===== src/rtl/qme_pkg.sv =====
package qme_pkg;

   typedef enum logic [4:0] {
      OP_PUSH_IMM  = 5'd0,
      OP_ADD       = 5'd1,
      OP_SUB       = 5'd2,
      OP_MUL       = 5'd3,
      OP_DIV       = 5'd4,
      OP_MOD       = 5'd5,
      OP_POP_REG   = 5'd6,
      OP_PUSH_REG  = 5'd7,
      OP_PRINT_Q   = 5'd8,
      OP_PRINT_R   = 5'd9,
      OP_CHAR_Q    = 5'd10,
      OP_CHAR_R    = 5'd11,
      OP_LABEL     = 5'd12,
      OP_JUMP      = 5'd13,
      OP_JZ        = 5'd14,
      OP_JEQ       = 5'd15,
      OP_JGT       = 5'd16,
      OP_QUIT      = 5'd17
   } op_type;

   typedef enum logic [1:0] {
      FAULT_NONE      = 2'd0,
      FAULT_UNDERFLOW = 2'd1,
      FAULT_OVERFLOW  = 2'd2
   } fault_type;

   localparam int unsigned WORD_W   = 16;
   localparam int unsigned REG_IDX_W = 5;
   localparam int unsigned NUM_REGS_C = 26;
   localparam int unsigned TARGET_W = 10;

   // Divider control handed from the sequencer to the divide unit.
   typedef struct packed {
      logic              start;
      logic [WORD_W-1:0] dividend;
      logic [WORD_W-1:0] divisor;
   } div_req_type;

   typedef struct packed {
      logic              done;
      logic [WORD_W-1:0] quotient;
      logic [WORD_W-1:0] remainder;
   } div_rsp_type;

endpackage


===== src/rtl/qme_queue_mem.sv =====
module qme_queue_mem
   import qme_pkg::*;
#(
   parameter int unsigned DEPTH = 256,
   parameter int unsigned ADDR_W = 8
)(
   input  logic              clock,
   input  logic              wr_en,
   input  logic [ADDR_W-1:0] wr_addr,
   input  logic [WORD_W-1:0] wr_data,
   input  logic [ADDR_W-1:0] rd_addr,
   output logic [WORD_W-1:0] rd_data
);

   logic [WORD_W-1:0] mem [DEPTH];
   logic [WORD_W-1:0] rd_data_ff;

   // One write port and one registered read port.
   always_ff @(posedge clock) begin
      if (wr_en) begin
         mem[wr_addr] <= wr_data;
      end
      rd_data_ff <= mem[rd_addr];
   end

   assign rd_data = rd_data_ff;

endmodule


===== config.mk =====
export PLATFORM = sky130hd
export DESIGN_NAME = qme_queue_mem
export DESIGN_NICKNAME = d
export VERILOG_FILES = /design/src/rtl/qme_pkg.sv /design/src/rtl/qme_queue_mem.sv
export SDC_FILE = /design/constraint.sdc
export NUM_CORES = 2
export LEC_CHECK = 0
export BUFFER_PORTS_ARGS = -buffer_cell sky130_fd_sc_hd__buf_2
export CAP_MARGIN = 20
export CORE_MARGIN = 4
export CORE_UTILIZATION = 60
export CTS_CLUSTER_SIZE = 40
export DETAILED_ROUTE_END_ITERATION = 8
export PLACE_DENSITY = 0.76
export SYNTH_ARGS = -nofsm -noshare
export SYNTH_HDL_FRONTEND = slang
export SYNTH_SLANG_ARGS = --single-unit

===== constraint.sdc =====
create_clock -name clock -period 6.35 [get_ports clock]
set_clock_uncertainty 0.2 [all_clocks]
set_input_delay 0.635 -clock clock [delete_from_list [all_inputs] [get_ports clock]]
set_output_delay 0.635 -clock clock [all_outputs]
set_load 0.05 [all_outputs]

==> impl_metrics.json <==
{
  "grtUsageTotal": 0.302,
  "finalSetupTns_ns": 0,
  "worstMarginPinSlew_ns": 1.23,
  "fin_crit_ns": 3.80,
  "holdPathEnd": "mem[27][3]",
  "viasPerCell": 6.97,
  "finalPower_mw": 55.6,
  "postCtsSetupBuffers": 0,
  "p_sw_frac": 0.218,
  "p_seq_frac": 0.540,
  "max_freq_mhz": 263,
  "synthXorXnorAreaFrac": 0,
  "clk_latency_ns": 0.97,
  "worstPathRequired_ns": 7.00,
  "synth_edf_count": 4096,
  "initial_core_util": 0.604,
  "drc": 0,
  "drive_gt1_frac": 0.243,
  "yosys-top-cells-count": "edfxtp_1 (4096), mux4_2 (797), mux2i_1 (565)",
  "synthCells": 7360,
  "reg2reg_depth": 6,
  "r2r_end": "rd_data[15]",
  "netlist_top_cells_area": "edfxtp_1 (77%), mux4_2 (11%), mux2i_1 (3.6%)",
  "rsz0062_at_grt": "no",
  "synthAdderAreaFrac": 0,
  "overflow": 0,
  "power_switching_mw": 12.1,
  "grt_pass1_vias": 80800,
  "critPathCaptureType": "flip-flop",
  "syn-cell-area_mm2": 0.159,
  "fin_nets": 7826,
  "clkSinkCount": 4112,
  "post_cts_resized": 0,
  "violations": "negative hold slack",
  "ys_seq_area_frac": 0.777,
  "maxSlewViolCount": 0,
  "antenna_left": 0,
  "yosys.area_share.simple": 0.0157,
  "p_comb_frac": 0.050,
  "worstHoldStart": "wr_data[3]",
  "gp_congestion": 0.924,
  "ys.flop_type": "edfxtp_1",
  "portBuffers": 49,
  "synth_top_cell_by_area": "edfxtp_1",
  "setup.worst_path.start_class": "primary input",
  "rrSetupSlack_ns": 2.96,
  "cp_max_fo": 63,
  "synth-seq-cells": 4112,
  "finalSetupViolations": 0,
  "timing.final.crit_share": 0.599,
  "die_x_um": 522,
  "grt_pass1_wl_um": 589000,
  "instances_no_fill": 11700,
  "critPathKind": "primary input to flip-flop",
  "ir_worst_vdd_mv": 0.278,
  "hold_depth": 1,
  "drt_iter0_drc": 12900,
  "ios": 50,
  "status": "finished, violations left",
  "clock-root-buffer": "clkbuf_16",
  "max_cap_viol_count": 0,
  "cts_buffers": 400,
  "fin_util": 0.676,
  "synthMuxAreaShare": 0.155,
  "critPathTopFamily": "buffers and inverters",
  "cts_tree": "yes",
  "avgSynthCellArea_um2": 21.6,
  "cp_num_buf_inv": 4,
  "synth_top_family_by_area": "multiplexers",
  "rows": 188,
  "die_height_um": 522,
  "cp_cell_sequence": "buf_12 -> buf_12 -> buf_12 -> buf_4 -> mux2i_1 -> o221ai_1 -> o22ai_1 -> o21ai_0 -> nand4_1 -> nor4_1",
  "async_reset_ff_frac": 0,
  "place_ws_ns": 1.58,
  "crit_top_cell": "buf_12",
  "grt_max_degree": 193,
  "synthDominantCellAreaShare": 0.775,
  "dr.pass1.iters": 9,
  "p_per_area_mw_per_mm2": 313,
  "synth_cell_types": 52,
  "antenna_found_initial": 39,
  "htree_levels": 5,
  "synth_warnings": 0,
  "whs_ns": -0.00768,
  "worst_path_max_delay_cell": "o21ai_0",
  "syn_to_final_growth_pct": 11.8,
  "wl_per_cell_um": 35.4,
  "fin_area_mm2": 0.177,
  "crit_arrival_ns": 4.45,
  "finalWorstSetupSlack_ns": 2.55,
  "synth_nets": 7394,
  "routed_wl_um": 413000,
  "num_vias": 81300,
  "dieArea_mm2": 0.273,
  "coreArea_mm2": 0.263,
  "p_int_mw": 43.4,
  "critPathMaxStageDelay_ns": 0.54,
  "fillers": 15600,
  "leakagePower_nw": 56.4,
  "post-dp-hpwl_um": 234000,
  "synth-compound-area-share": 0.0354,
  "path_clk_slew_ns": 0.06,
  "power_frac_clock": 0.410,
  "hold_violations": 1,
  "synth.most_common_cell": "edfxtp_1",
  "cts_buffer_depth": 4,
  "place_inst": 10900,
  "dpl-instance-area_mm2": 0.165,
  "r2r-start": "mem[131][15]",
  "slew_headroom": 0.183,
  "holdCritPathClass": "primary input to flip-flop"
}
[layout by cell type (no fill, tap or decap), types with 16 or more instances in the layout]
cell type,Yosys,layout
clkinv_1,0,92
a22oi_1,43,43
o31ai_1,16,16
o22ai_1,148,148
nor4_1,17,17
nor3_1,92,90
nor2_2,0,31
nand2_1,38,38
a21oi_1,175,175
mux4_2,797,797
mux2i_1,565,565
buf_4,26,373
nor2_1,304,272
nand3_1,35,29
clkbuf_1,230,84
dfxtp_1,16,16
a22o_1,32,32
clkbuf_16,0,401
a211oi_1,18,18
diode_2,0,24
nand4_1,26,26
o221ai_1,252,252
o32ai_1,20,19
buf_2,76,28
a221oi_1,28,28
buf_8,11,30
mux2_2,88,88
edfxtp_1,4096,4096
bufinv_16,0,22
buf_12,5,36
o21ai_0,37,37
clkinv_2,0,82
[what timing repair did]
| item | 4_1_cts | 5_1_grt |
|---|---|---|
| hold endpoints to repair | 112 | 0 |
| setup endpoints to repair | 0 | 0 |
| hold buffers | 3 | 0 |
[cell families (layout without fill, tap and decap cells)]
group / after synthesis / count (layout)
AND/OR/NAND/NOR: 556 / 556
multiplexers: 1450 / 1450
AO/OA/AOI/OAI: 786 / 786
other: 0 / 24
buffers and inverters: 456 / 1214
flip-flops: 4112 / 4112
[cell type report]
type	count	area (µm²)	share of cell area
Sequential cell	4112	123000	0.695
Multi-Input combinational cell	2792	32900	0.185
Clock buffer	487	10400	0.0585
Tap cell	3515	4400	0.0248
Timing Repair Buffer	482	4290	0.0242
Clock inverter	241	2150	0.0121
Antenna cell	24	60.1	0.000338
Inverter	4	27.5	0.000155
[worst reg2reg max path, stage by stage (launching register included)]
cell and delay (ns):
edfxtp_1 0.37, mux4_2 0.48, mux2_2 0.29, a221oi_1 0.77, o31ai_1 0.36, o32ai_1 0.59
nor4_1 0.17
[worst max path at each step]
stage	startpoint	slack (ns)	cells after the start	end
2_1_floorplan	wr_addr[3]	3.35	6	mem[235][0]
3_3_place_gp	rd_addr[1]	1.51	9	rd_data[0]
6_report	rd_addr[0]	2.55	10	rd_data[11]
3_5_place_dp	rd_addr[0]	1.58	10	rd_data[13]
4_1_cts	rd_addr[0]	2.53	10	rd_data[13]
5_1_grt	rd_addr[0]	2.42	10	rd_data[11]
[registers in the layout (all words and copies together), names as in the netlist]
name and count:
mem 4096, rd_data 16
[routing by layer]
layer | vias to the layer above | share of wire | global-route usage
li1 | 32200 | - | -
met1 | 42100 | 0.34 | 0.415
met2 | 5939 | 0.47 | 0.465
met3 | 1021 | 0.13 | 0.0836
met4 | 18 | 0.049 | 0.129
met5 | - | 0.00028 | 0
[power by group through the flow]
stage	clock, mW	combinational (mW)	sequential (mW)
final	22.8	2.78	30.0
after global routing	24.2	2.88	30.0
after CTS	23.0	2.74	30.0
after detailed placement	0	2.72	30.6
after global placement	0	2.65	30.6
after floorplan	0	1.48	30.6
(Power assumes the default switching activity.)
