### config.mk
export PLATFORM = sky130hd
export DESIGN_NAME = qme_divider
export DESIGN_NICKNAME = d
export VERILOG_FILES = /design/src/rtl/qme_pkg.sv /design/src/rtl/qme_divider.sv
export SDC_FILE = /design/constraint.sdc
export NUM_CORES = 1
export LEC_CHECK = 0
export BUFFER_PORTS_ARGS = -buffer_cell sky130_fd_sc_hd__buf_2
export CORE_ASPECT_RATIO = 1.1
export CORE_UTILIZATION = 40
export DETAILED_ROUTE_END_ITERATION = 6
export PLACE_DENSITY_LB_ADDON = 0.2
export SLEW_MARGIN = 15
export SYNTH_ARGS = -nofsm -noshare
export SYNTH_HDL_FRONTEND = slang
export SYNTH_SLANG_ARGS = --single-unit
### constraint.sdc
create_clock -name clock -period 3.12 [get_ports clock]
set_input_delay 0.624 -clock clock [delete_from_list [all_inputs] [get_ports clock]]
set_output_delay 0.624 -clock clock [all_outputs]
set_load 0.02 [all_outputs]
### src/rtl/qme_pkg.sv
package qme_pkg;

   typedef enum logic [4:0] {
      OP_PUSH_IMM  = 5'd0,
      OP_ADD       = 5'd1,
      OP_SUB       = 5'd2,
      OP_MUL       = 5'd3,
      OP_DIV       = 5'd4,
      OP_MOD       = 5'd5,
      OP_POP_REG   = 5'd6,
      OP_PUSH_REG  = 5'd7,
      OP_PRINT_Q   = 5'd8,
      OP_PRINT_R   = 5'd9,
      OP_CHAR_Q    = 5'd10,
      OP_CHAR_R    = 5'd11,
      OP_LABEL     = 5'd12,
      OP_JUMP      = 5'd13,
      OP_JZ        = 5'd14,
      OP_JEQ       = 5'd15,
      OP_JGT       = 5'd16,
      OP_QUIT      = 5'd17
   } op_type;

   typedef enum logic [1:0] {
      FAULT_NONE      = 2'd0,
      FAULT_UNDERFLOW = 2'd1,
      FAULT_OVERFLOW  = 2'd2
   } fault_type;

   localparam int unsigned WORD_W   = 16;
   localparam int unsigned REG_IDX_W = 5;
   localparam int unsigned NUM_REGS_C = 26;
   localparam int unsigned TARGET_W = 10;

   // Divider control handed from the sequencer to the divide unit.
   typedef struct packed {
      logic              start;
      logic [WORD_W-1:0] dividend;
      logic [WORD_W-1:0] divisor;
   } div_req_type;

   typedef struct packed {
      logic              done;
      logic [WORD_W-1:0] quotient;
      logic [WORD_W-1:0] remainder;
   } div_rsp_type;

endpackage

### src/rtl/qme_divider.sv
module qme_divider
   import qme_pkg::*;
(
   input  logic        clock,
   input  logic        reset,
   input  div_req_type div_req,
   output div_rsp_type div_rsp
);

   logic [WORD_W-1:0] quo_ff, quo_in;
   logic [WORD_W:0]   rem_ff, rem_in;
   logic [WORD_W-1:0] dvs_ff, dvs_in;
   logic [4:0]        cnt_ff, cnt_in;
   logic              busy_ff, busy_in;
   logic              done_ff, done_in;
   logic [WORD_W:0]   trial;

   // Restoring division, one quotient bit per cycle.
   always_comb begin
      quo_in  = quo_ff;
      rem_in  = rem_ff;
      dvs_in  = dvs_ff;
      cnt_in  = cnt_ff;
      busy_in = busy_ff;
      done_in = 1'b0;
      trial   = {rem_ff[WORD_W-1:0], quo_ff[WORD_W-1]};
      if (div_req.start) begin
         quo_in  = div_req.dividend;
         rem_in  = '0;
         dvs_in  = div_req.divisor;
         cnt_in  = 5'(WORD_W);
         busy_in = 1'b1;
      end else if (busy_ff) begin
         quo_in = {quo_ff[WORD_W-2:0], 1'b0};
         if (trial >= {1'b0, dvs_ff}) begin
            rem_in    = trial - {1'b0, dvs_ff};
            quo_in[0] = 1'b1;
         end else begin
            rem_in = trial;
         end
         cnt_in = cnt_ff - 5'd1;
         if (cnt_ff == 5'd1) begin
            busy_in = 1'b0;
            done_in = 1'b1;
         end
      end
   end

   always_ff @(posedge clock) begin
      if (reset) begin
         busy_ff <= 1'b0;
         done_ff <= 1'b0;
         cnt_ff  <= '0;
      end else begin
         busy_ff <= busy_in;
         done_ff <= done_in;
         cnt_ff  <= cnt_in;
      end
      quo_ff <= quo_in;
      rem_ff <= rem_in;
      dvs_ff <= dvs_in;
   end

   assign div_rsp.done      = done_ff;
   assign div_rsp.quotient  = quo_ff;
   assign div_rsp.remainder = rem_ff[WORD_W-1:0];

endmodule

==> results of run 1 <==
## routing by layer
| layer | track usage (%) | vias to the layer above | wire length [µm] |
|---|---|---|---|
| li1 | - | 1353 | - |
| met1 | 24.2 | 1273 | 3480 |
| met2 | 30.3 | 57 | 3630 |
| met3 | 3.74 | 7 | 304 |
| met4 | 4.03 | 0 | 71 |
| met5 | 0 | - | 0 |
## registers in the layout, summed over array words and instances, names as in the netlist
signal,flops
done_ff,1
busy_ff,1
dvs_ff,16
rem_ff,16
quo_ff,16
cnt_ff,5
## kinds of logic (layout without fill, tap and decap cells)
kind of cell,count (synthesis),after routing
and+or+nand+nor,98,98
xor gates and xnor gates,12,12
muxes,16,16
AOI/OAI and AO/OA,89,89
DFF,55,55
buffers and inverters,41,100
adders and majority gates,19,19
## synthesized netlist by cell type, types with 3 or more instances
master     n
xnor2_1    9
a21oi_1   13
mux2_2    16
o21bai_1   3
nor4_1     3
nand4_1    3
buf_2      5
dfxtp_1   23
edfxtp_1  32
o21ai_1    7
o21a_1     3
nor2b_1    3
o211a_1    3
nor3_1     8
a21o_1     5
nand3_1   10
inv_1     20
a311oi_1   8
a31o_2     3
buf_4      4
o211ai_1   5
ha_1      18
nand2_1   19
clkbuf_1   8
xor2_1     3
nor2_1    25
or3b_2     4
o311ai_0   3
o21ai_0   14
and3_1     4
## worst max-delay path by stage
| stage | start | to | slack, ps | cells past startpoint |
|---|---|---|---|---|
| global route | dvs_ff[10] | quo_ff[0] | 150 | 8 |
| finish | rem_ff[9] | quo_ff[0] | 310 | 7 |
| global placement | dvs_ff[10] | quo_ff[0] | 440 | 8 |
| CTS | rem_ff[9] | quo_ff[0] | 330 | 7 |
| floorplan | rem_ff[9] | quo_ff[0] | 720 | 8 |
| detailed placement | rem_ff[9] | quo_ff[0] | 350 | 7 |
## final cells by class
class                   count  area (µm²)  share of cell area, %
clock buffers               5        68.8                   1.80
clock inverters             3        27.5                  0.719
inverters                  20        75.1                   1.96
multi-input cells         234        1730                   45.1
flip-flops and latches     55        1420                   37.1
well taps                 108         135                   3.53
repair buffers             72         373                   9.74
## where the power goes
group | total [mW] | switching [mW] | internal [mW]
Combinational | 0.544 | 0.323 | 0.221
Clock | 0.431 | 0.265 | 0.166
Sequential | 0.875 | 0.0374 | 0.838
## placed cells by master (no fill, tap or decap), drive strengths merged, types with 4 or more instances in the layout
| cell type | netlist | routed |
|---|---|---|
| a311oi | 10 | 10 |
| nand2 | 19 | 19 |
| o21ai | 21 | 21 |
| dfxtp | 23 | 23 |
| and3 | 4 | 4 |
| o211ai | 5 | 5 |
| clkbuf | 9 | 5 |
| nor3 | 8 | 8 |
| xnor2 | 9 | 9 |
| buf | 12 | 72 |
| a21o | 5 | 5 |
| nor2 | 25 | 25 |
| nand3 | 10 | 10 |
| mux2 | 16 | 16 |
| ha | 18 | 18 |
| edfxtp | 32 | 32 |
| a21oi | 13 | 13 |
| inv | 20 | 21 |
| or3b | 4 | 4 |
## worst register-to-register path, cell delays in order, from the launching register on
cell       delay, ps
dfxtp_1          350
ha_1             430
a21oi_1          340
nand2_1          160
o2111ai_2        330
a31o_2           420
nand2_1          240
mux2_2           310
==> results.yml, run 1 <==
die:
  rows: 34
  die_w_um: 89.0
  die_y_um: 97.7
  initial_core_util_pct: 41.6
  io_pins: 68
  coreArea_um2: 8000
  dieArea_um2: 8700
drt:
  ant_nets: 0
  dr.first_iter.drc_count: 102
  vias_per_cell: 5.41
  first_pass_iters: 4
  wl_um: 7490
  wl_per_cell_um: 15.1
  vias: 2690
  drcViolationCount: 0
sta:
  fmax_ghz: 0.355
  whs_ps: 475
  hold_violations: 0
  tightest_slew_ps: 741
  setup_viol: 0
  setup_slack_ps: 305
  final-max-slew-violation-count: 0
  relSlewSlack_pct: 50.6
  finalCritPeriodShare_pct: 90.2
  fin_tns_setup_ps: 0
  rsz0062_at_grt: "no"
  fin_worst_skew_ps: 5.45
  min_period_ps: 2810
pwr:
  p_per_area_nw_per_um2: 483
  peakVddDrop_uv: 272
  totalPowerFinal_mw: 1.85
  power.leakage_nw: 1.62
placement:
  io_buffers: 67
  gp_congestion: 0.907
  detailedPlace.worstSlack_ps: 345
  placed_cell_area_um2: 3730
  dp.cells: 489
  hpwlAfterDp_um: 5380
worst_hold_path:
  hold_path_end: "dvs_ff[15]"
  min_from: "div_req[15]"
  hold-path-cell-count: 1
  hold_path_class: "input port to register"
cts:
  htree_levels: 2
  postCtsHoldBufs: 0
  cts_tree: "yes"
  cts_buffers: 5
  clk_path_buf_depth: 2
  worstSkewPairLatency_ps: 310
  cts_resized: 0
  post_cts_buffers: 0
  clk_pin_slew_ps: 110
  cts_root_buffer: "clkbuf_8"
  cts_num_sinks: 55
synthesis:
  synth_compound_area_share_pct: 20.2
  async_flop_share_pct: 0
  synth_area_um2: 3330
  synthTopCellsByArea: "edfxtp_1 (29%), dfxtp_1 (14%), ha_1 (6.8%)"
  syn_inst: 330
  yosys.area.top_type: "edfxtp_1"
  synth-simple-area-share_pct: 15.7
  yosys_warnings: 0
  synth_edf_count: 32
  yosys_register_bits: 55
  synth-xor-area-share_pct: 3.16
  syn_nets: 384
  ys_seq_area_share_pct: 42.7
  synth.distinct_cells: 64
  synth_top_family_by_area: "compound AO/OA/AOI/OAI gates"
  muxShareOfSynthArea_pct: 5.41
  yosysTopAreaCellShare_pct: 28.9
  yosys.area_share.adder_pct: 7.36
  synthFlopType: "edfxtp_1"
  syn-mean-instance-area_um2: 10.1
finish:
  nets: 442
  layout-drive-gt1-share_pct: 29.6
  areaGrowthSynthToFinish_pct: 14.9
  antenna_cells: 0
  final_cells: 497
  fillers: 815
  final_util_pct: 47.8
  fin_area_um2: 3830
worst_setup_path:
  cp-start-kind: "register"
  crit_top_cell: "nand2_1"
  max_stage_delay_ps: 430
  crit_family: "compound AO/OA/AOI/OAI gates"
  crit_buf_inv: 0
  path_cells: "ha_1 > a21oi_1 > nand2_1 > o2111ai_2 > a31o_2 > nand2_1 > mux2_2"
  rrSetupSlack_ps: 310
  arrival_ps: 2900
  crit_type: "register to register"
  worst-path-max-fanout: 12
  crit_required_ps: 3200
  crit-reg2reg-capture: "quo_ff[0]"
  crit_slowest_cell: "ha_1"
  crit_path_end_kind: "register"
  reg2regPathDepth: 7
  r2r_start: "rem_ff[9]"
global_route:
  grt_pass1_vias: 2622
  grt_pass1_wl_um: 12500
  antenna_found_initial: 0
  grt_overflow: 0
  grt_max_degree: 45
  grt.total_usage_pct: 18.2
outcome:
  status: "completed"
flow_run:
  drv_cap: 0
Note: power is estimated with default switching activity, not from simulation.
==> run 2, diff against run 1 <==
--- a/config.mk
+++ b/config.mk
@@ -5,10 +5,11 @@
 export SDC_FILE = /design/constraint.sdc
 export NUM_CORES = 1
 export LEC_CHECK = 0
-export BUFFER_PORTS_ARGS = -buffer_cell sky130_fd_sc_hd__buf_2
 export CORE_ASPECT_RATIO = 1.1
 export CORE_UTILIZATION = 40
+export CTS_CLUSTER_DIAMETER = 50
 export DETAILED_ROUTE_END_ITERATION = 6
+export DONT_BUFFER_PORTS = 1
 export PLACE_DENSITY_LB_ADDON = 0.2
 export SLEW_MARGIN = 15
 export SYNTH_ARGS = -nofsm -noshare
==> constraint.sdc (replaced) <==
create_clock -name clock -period 3.4 [get_ports clock]
set_input_delay 0.68 -clock clock [delete_from_list [all_inputs] [get_ports clock]]
set_output_delay 0.68 -clock clock [all_outputs]
set_load 0.02 [all_outputs]
==> results.yml, run 2 (synthesized netlist as in run 1, its figures left out) <==
global_route:
  grt_pass1_wl_um: 11600
  grt.total_usage_pct: 17.3
  grt_max_degree: 64
  grt_pass1_vias: 2366
  grt_overflow: 0
  antenna_found_initial: 0
worst_setup_path:
  crit_required_ps: 3480
  arrival_ps: 3080
  crit_path_end_kind: "register"
  crit-reg2reg-capture: "quo_ff[0]"
  worst-path-max-fanout: 12
  reg2regPathDepth: 7
  r2r_start: "rem_ff[9]"
  cp-start-kind: "register"
  rrSetupSlack_ps: 400
  crit_path_start: "rem_ff[9]"
  crit_path_end: "quo_ff[0]"
  crit_type: "register to register"
finish:
  largestRegisters: "dvs_ff (16), quo_ff (16), rem_ff (16)"
  layout-drive-gt1-share_pct: 14.1
  areaGrowthSynthToFinish_pct: 4.02
  final_common_cell: "edfxtp_1"
  final_cell_mix: "edfxtp_1 (32), nor2_1 (25), dfxtp_1 (23)"
  antenna_cells: 0
  nets: 372
  fillers: 809
drt:
  dr.first_iter.drc_count: 152
  ant_nets: 0
  wl_per_cell_um: 16.9
  drcViolationCount: 0
  first_pass_iters: 5
  wl_um: 7220
  vias_per_cell: 5.80
  vias: 2478
die:
  dieArea_um2: 8700
  die_y_um: 97.7
  initial_core_util_pct: 41.6
  io_pins: 68
  coreArea_um2: 8000
  rows: 34
  die_w_um: 89.0
placement:
  gp_congestion: 0.822
  io_buffers: 0
  hpwlAfterDp_um: 4970
cts:
  worstSkewPairLatency_ps: 320
  cts_num_sinks: 55
  postCtsHoldBufs: 0
  clk_path_buf_depth: 2
  clk_pin_slew_ps: 110
  cts_resized: 0
  cts_tree: "yes"
  cts_root_buffer: "clkbuf_8"
  post_cts_buffers: 0
  htree_levels: 2
  cts_buffers: 5
sta:
  fin_tns_setup_ps: 0
  finalCritPeriodShare_pct: 88.4
  min_period_ps: 3000
  setup_viol: 0
  final-max-slew-violation-count: 0
  hold_violations: 0
  relSlewSlack_pct: 60.3
  tightest_slew_ps: 594
  fin_worst_skew_ps: 7.82
  rsz0062_at_grt: "no"
  fmax_ghz: 0.333
pwr:
  pwr-share-comb_pct: 23.4
  switching_power_mw: 0.546
  power.leakage_nw: 1.32
  clock_power_share_pct: 23.8
  intPower_mw: 1.08
  netSwitchingFraction_pct: 33.5
  totalPowerFinal_mw: 1.63
  power_frac_seq_pct: 52.7
  peakVddDrop_uv: 243
  p_per_area_nw_per_um2: 470
outcome:
  status: "completed"
worst_hold_path:
  hold_path_class: "input port to register"
flow_run:
  drv_cap: 0
==> run 2: stage by stage <==
| step | hold WS, ps | instance area (µm²) | std cells | setup slack (ps) | utilization, % |
|---|---|---|---|---|---|
| floorplan | 469 | 3330 | 330 | 1000 | - |
| global placement | 486 | 3370 | 419 | 582 | 42.2 |
| detailed placement | 499 | 3370 | 419 | 441 | 42.2 |
| CTS | 397 | 3460 | 427 | 416 | 43.3 |
| global route | 390 | 3460 | 427 | 184 | 43.3 |
| finish | 414 | 3460 | 427 | 396 | 43.3 |
==> run 2: worst min path at each step <==
stage / start / endpoint / slack (ps) / cells after the start
final: div_req[32] / rem_ff[8] / 410 / 1
after global routing: div_req[32] / rem_ff[8] / 390 / 1
after CTS: div_req[32] / rem_ff[8] / 400 / 1
after detailed placement: cnt_ff[1] / cnt_ff[1] / 500 / 2
after global placement: cnt_ff[1] / cnt_ff[1] / 490 / 2
after floorplan: cnt_ff[1] / cnt_ff[1] / 470 / 2
==> run 2: critical path: stages (launching register included) <==
cell and delay, ps:
dfxtp_1 540, ha_1 410, a21oi_1 330, nand2_1 160, o2111ai_2 330, a31o_2 420, nand2_1 230, mux2_2 330
==> run 2: area by class of cell <==
type                       instances  area [µm²]  share of cell area (%)
clock inverter                     3        23.8                   0.686
timing repair buffer               2        15.0                   0.433
tap                              108         135                    3.90
multi-input combinational        234        1730                    49.8
clock buffer                       5        68.8                    1.99
inverter                          20        75.1                    2.17
sequential                        55        1420                    41.0
==> run 2: power by group through the flow <==
stage	clock [mW]	combinational, mW	sequential [mW]
4_1_cts	0.409	0.380	0.860
3_5_place_dp	0	0.378	0.875
2_1_floorplan	0	0.322	0.861
6_report	0.388	0.382	0.858
3_3_place_gp	0	0.376	0.874
5_1_grt	0.432	0.426	0.867
==> run 2: metal layers <==
| layer | vias up | global-route usage, % | routed length, µm |
|---|---|---|---|
| li1 | 1214 | - | - |
| met2 | 71 | 26.7 | 3290 |
| met4 | 0 | 5.98 | 140 |
| met1 | 1183 | 22.9 | 3340 |
| met5 | - | 0 | 0 |
| met3 | 10 | 5.10 | 445 |
==> run 3, diff against run 2 <==
--- a/config.mk
+++ b/config.mk
@@ -10,7 +10,6 @@
 export CTS_CLUSTER_DIAMETER = 50
 export DETAILED_ROUTE_END_ITERATION = 6
 export DONT_BUFFER_PORTS = 1
-export PLACE_DENSITY_LB_ADDON = 0.2
 export SLEW_MARGIN = 15
 export SYNTH_ARGS = -nofsm -noshare
 export SYNTH_HDL_FRONTEND = slang
==> results.yml, run 3 (synthesized netlist as in run 1, its figures left out) <==
outcome:
  status: "completed"
finish:
  largestRegisters: "dvs_ff (16), quo_ff (16), rem_ff (16)"
  final_common_cell: "edfxtp_1"
  areaGrowthSynthToFinish_pct: 4.21
  fillers: 819
  nets: 373
  final_cell_mix: "edfxtp_1 (32), nor2_1 (25), dfxtp_1 (23)"
  layout-drive-gt1-share_pct: 14.4
  seq_area_um2: 1420
  antenna_cells: 0
  multi_input_area_um2: 1730
  final_util_pct: 43.4
pwr:
  peakVddDrop_uv: 221
  power.leakage_nw: 1.33
  netSwitchingFraction_pct: 33.2
  clock_power_share_pct: 23.4
  totalPowerFinal_mw: 1.62
  intPower_mw: 1.08
  power_frac_seq_pct: 52.9
  pwr-share-comb_pct: 23.7
  switching_power_mw: 0.539
  p_per_area_nw_per_um2: 467
drt:
  vias_per_cell: 5.84
  first_pass_iters: 4
  vias: 2499
  dr.first_iter.drc_count: 110
  wl_per_cell_um: 17.2
  wl_um: 7360
  ant_nets: 0
  drcViolationCount: 0
cts:
  htree_levels: 2
  cts_resized: 0
  cts_root_buffer: "clkbuf_8"
  worstSkewPairLatency_ps: 320
  postCtsHoldBufs: 0
  cts_tree: "yes"
  clk_pin_slew_ps: 100
  cts_num_sinks: 55
  post_cts_buffers: 0
  cts_buffers: 5
  clk_path_buf_depth: 2
worst_setup_path:
  crit_required_ps: 3480
  arrival_ps: 3090
  crit_type: "register to register"
  max_stage_delay_ps: 520
  crit_top_cell: "nand2_1"
  cp-start-kind: "register"
  worst-path-max-fanout: 12
  crit_buf_inv: 0
  crit_family: "compound AO/OA/AOI/OAI gates"
  crit_slowest_cell: "dfxtp_1"
  crit_path_end_kind: "register"
  path_cells: "ha_1 > a21oi_1 > nand2_1 > o2111ai_2 > a31o_2 > nand2_1 > mux2_2"
die:
  io_pins: 68
  die_w_um: 89.0
  dieArea_um2: 8700
  initial_core_util_pct: 41.6
  die_y_um: 97.7
  rows: 34
  coreArea_um2: 8000
flow_run:
  drv_cap: 0
placement:
  io_buffers: 0
  hpwlAfterDp_um: 5170
  gp_congestion: 0.839
global_route:
  grt_pass1_wl_um: 12000
  antenna_found_initial: 0
  grt_max_degree: 64
  grt_overflow: 0
  grt.total_usage_pct: 17.8
  grt_pass1_vias: 2359
sta:
  tightest_slew_ps: 646
  finalCritPeriodShare_pct: 88.5
  final-max-slew-violation-count: 0
  fmax_ghz: 0.332
  relSlewSlack_pct: 56.8
  hold_violations: 0
  fin_worst_skew_ps: 7.78
  setup_viol: 0
  min_period_ps: 3010
  rsz0062_at_grt: "no"
  fin_tns_setup_ps: 0
worst_hold_path:
  hold_path_class: "input port to register"
-- run 3: cell count changes in the layout (fill, tap and decap cells not counted) --
cell / previous run / this run
buf_4: 2 / 3
clkinvlp_4: 1 / 0
inv_6: 0 / 2
inv_8: 1 / 0
-- run 3: power groups by stage --
stage	Combinational [mW]	Sequential, mW	Clock (mW)
6_report	0.385	0.858	0.380
4_1_cts	0.382	0.861	0.401
3_3_place_gp	0.378	0.874	0
3_5_place_dp	0.379	0.876	0
2_1_floorplan	0.322	0.861	0
5_1_grt	0.427	0.868	0.425
-- run 3: worst paths after layout --
path                             startpoint         to  slack [ps]  cells after the start
worst min register to register    cnt_ff[1]  cnt_ff[1]         500                      2
worst max-delay path              rem_ff[9]  quo_ff[0]         390                      7
worst max register to register    rem_ff[9]  quo_ff[0]         390                      7
worst min-delay path            div_req[32]  rem_ff[8]         420                      1
-- run 3: routing by layer --
metal  up-vias  wire [µm]  GRT usage, %
li1       1228          -             -
met1      1202       3310          24.1
met2        64       3520          27.5
met3         5        449          4.93
met4         0         75          5.62
met5         -          0             0
-- run 3: final cells by class --
| cell class | instances | share of cell area [%] |
|---|---|---|
| clock inverters | 3 | 0.649 |
| well taps | 108 | 3.89 |
| inverters | 20 | 2.16 |
| repair buffers | 3 | 0.649 |
| flip-flops and latches | 55 | 41.0 |
| multi-input cells | 234 | 49.7 |
| clock buffers | 5 | 1.98 |
-- run 3: worst reg2reg max path, cell delays in order, from the launching register on --
cell       delay (ps)
dfxtp_1           520
ha_1              400
a21oi_1           340
nand2_1           170
o2111ai_2         340
a31o_2            420
nand2_1           240
mux2_2            340
-- run 3: through the flow --
step           cells  hold slack (ps)  setup slack, ps  cell area (µm²)
6_report         428              421              391             3470
5_1_grt          428              395              257             3470
4_1_cts          428              407              462             3470
3_5_place_dp     420              496              449             3380
3_3_place_gp     420              485              567             3380
2_1_floorplan    330              469             1000             3330
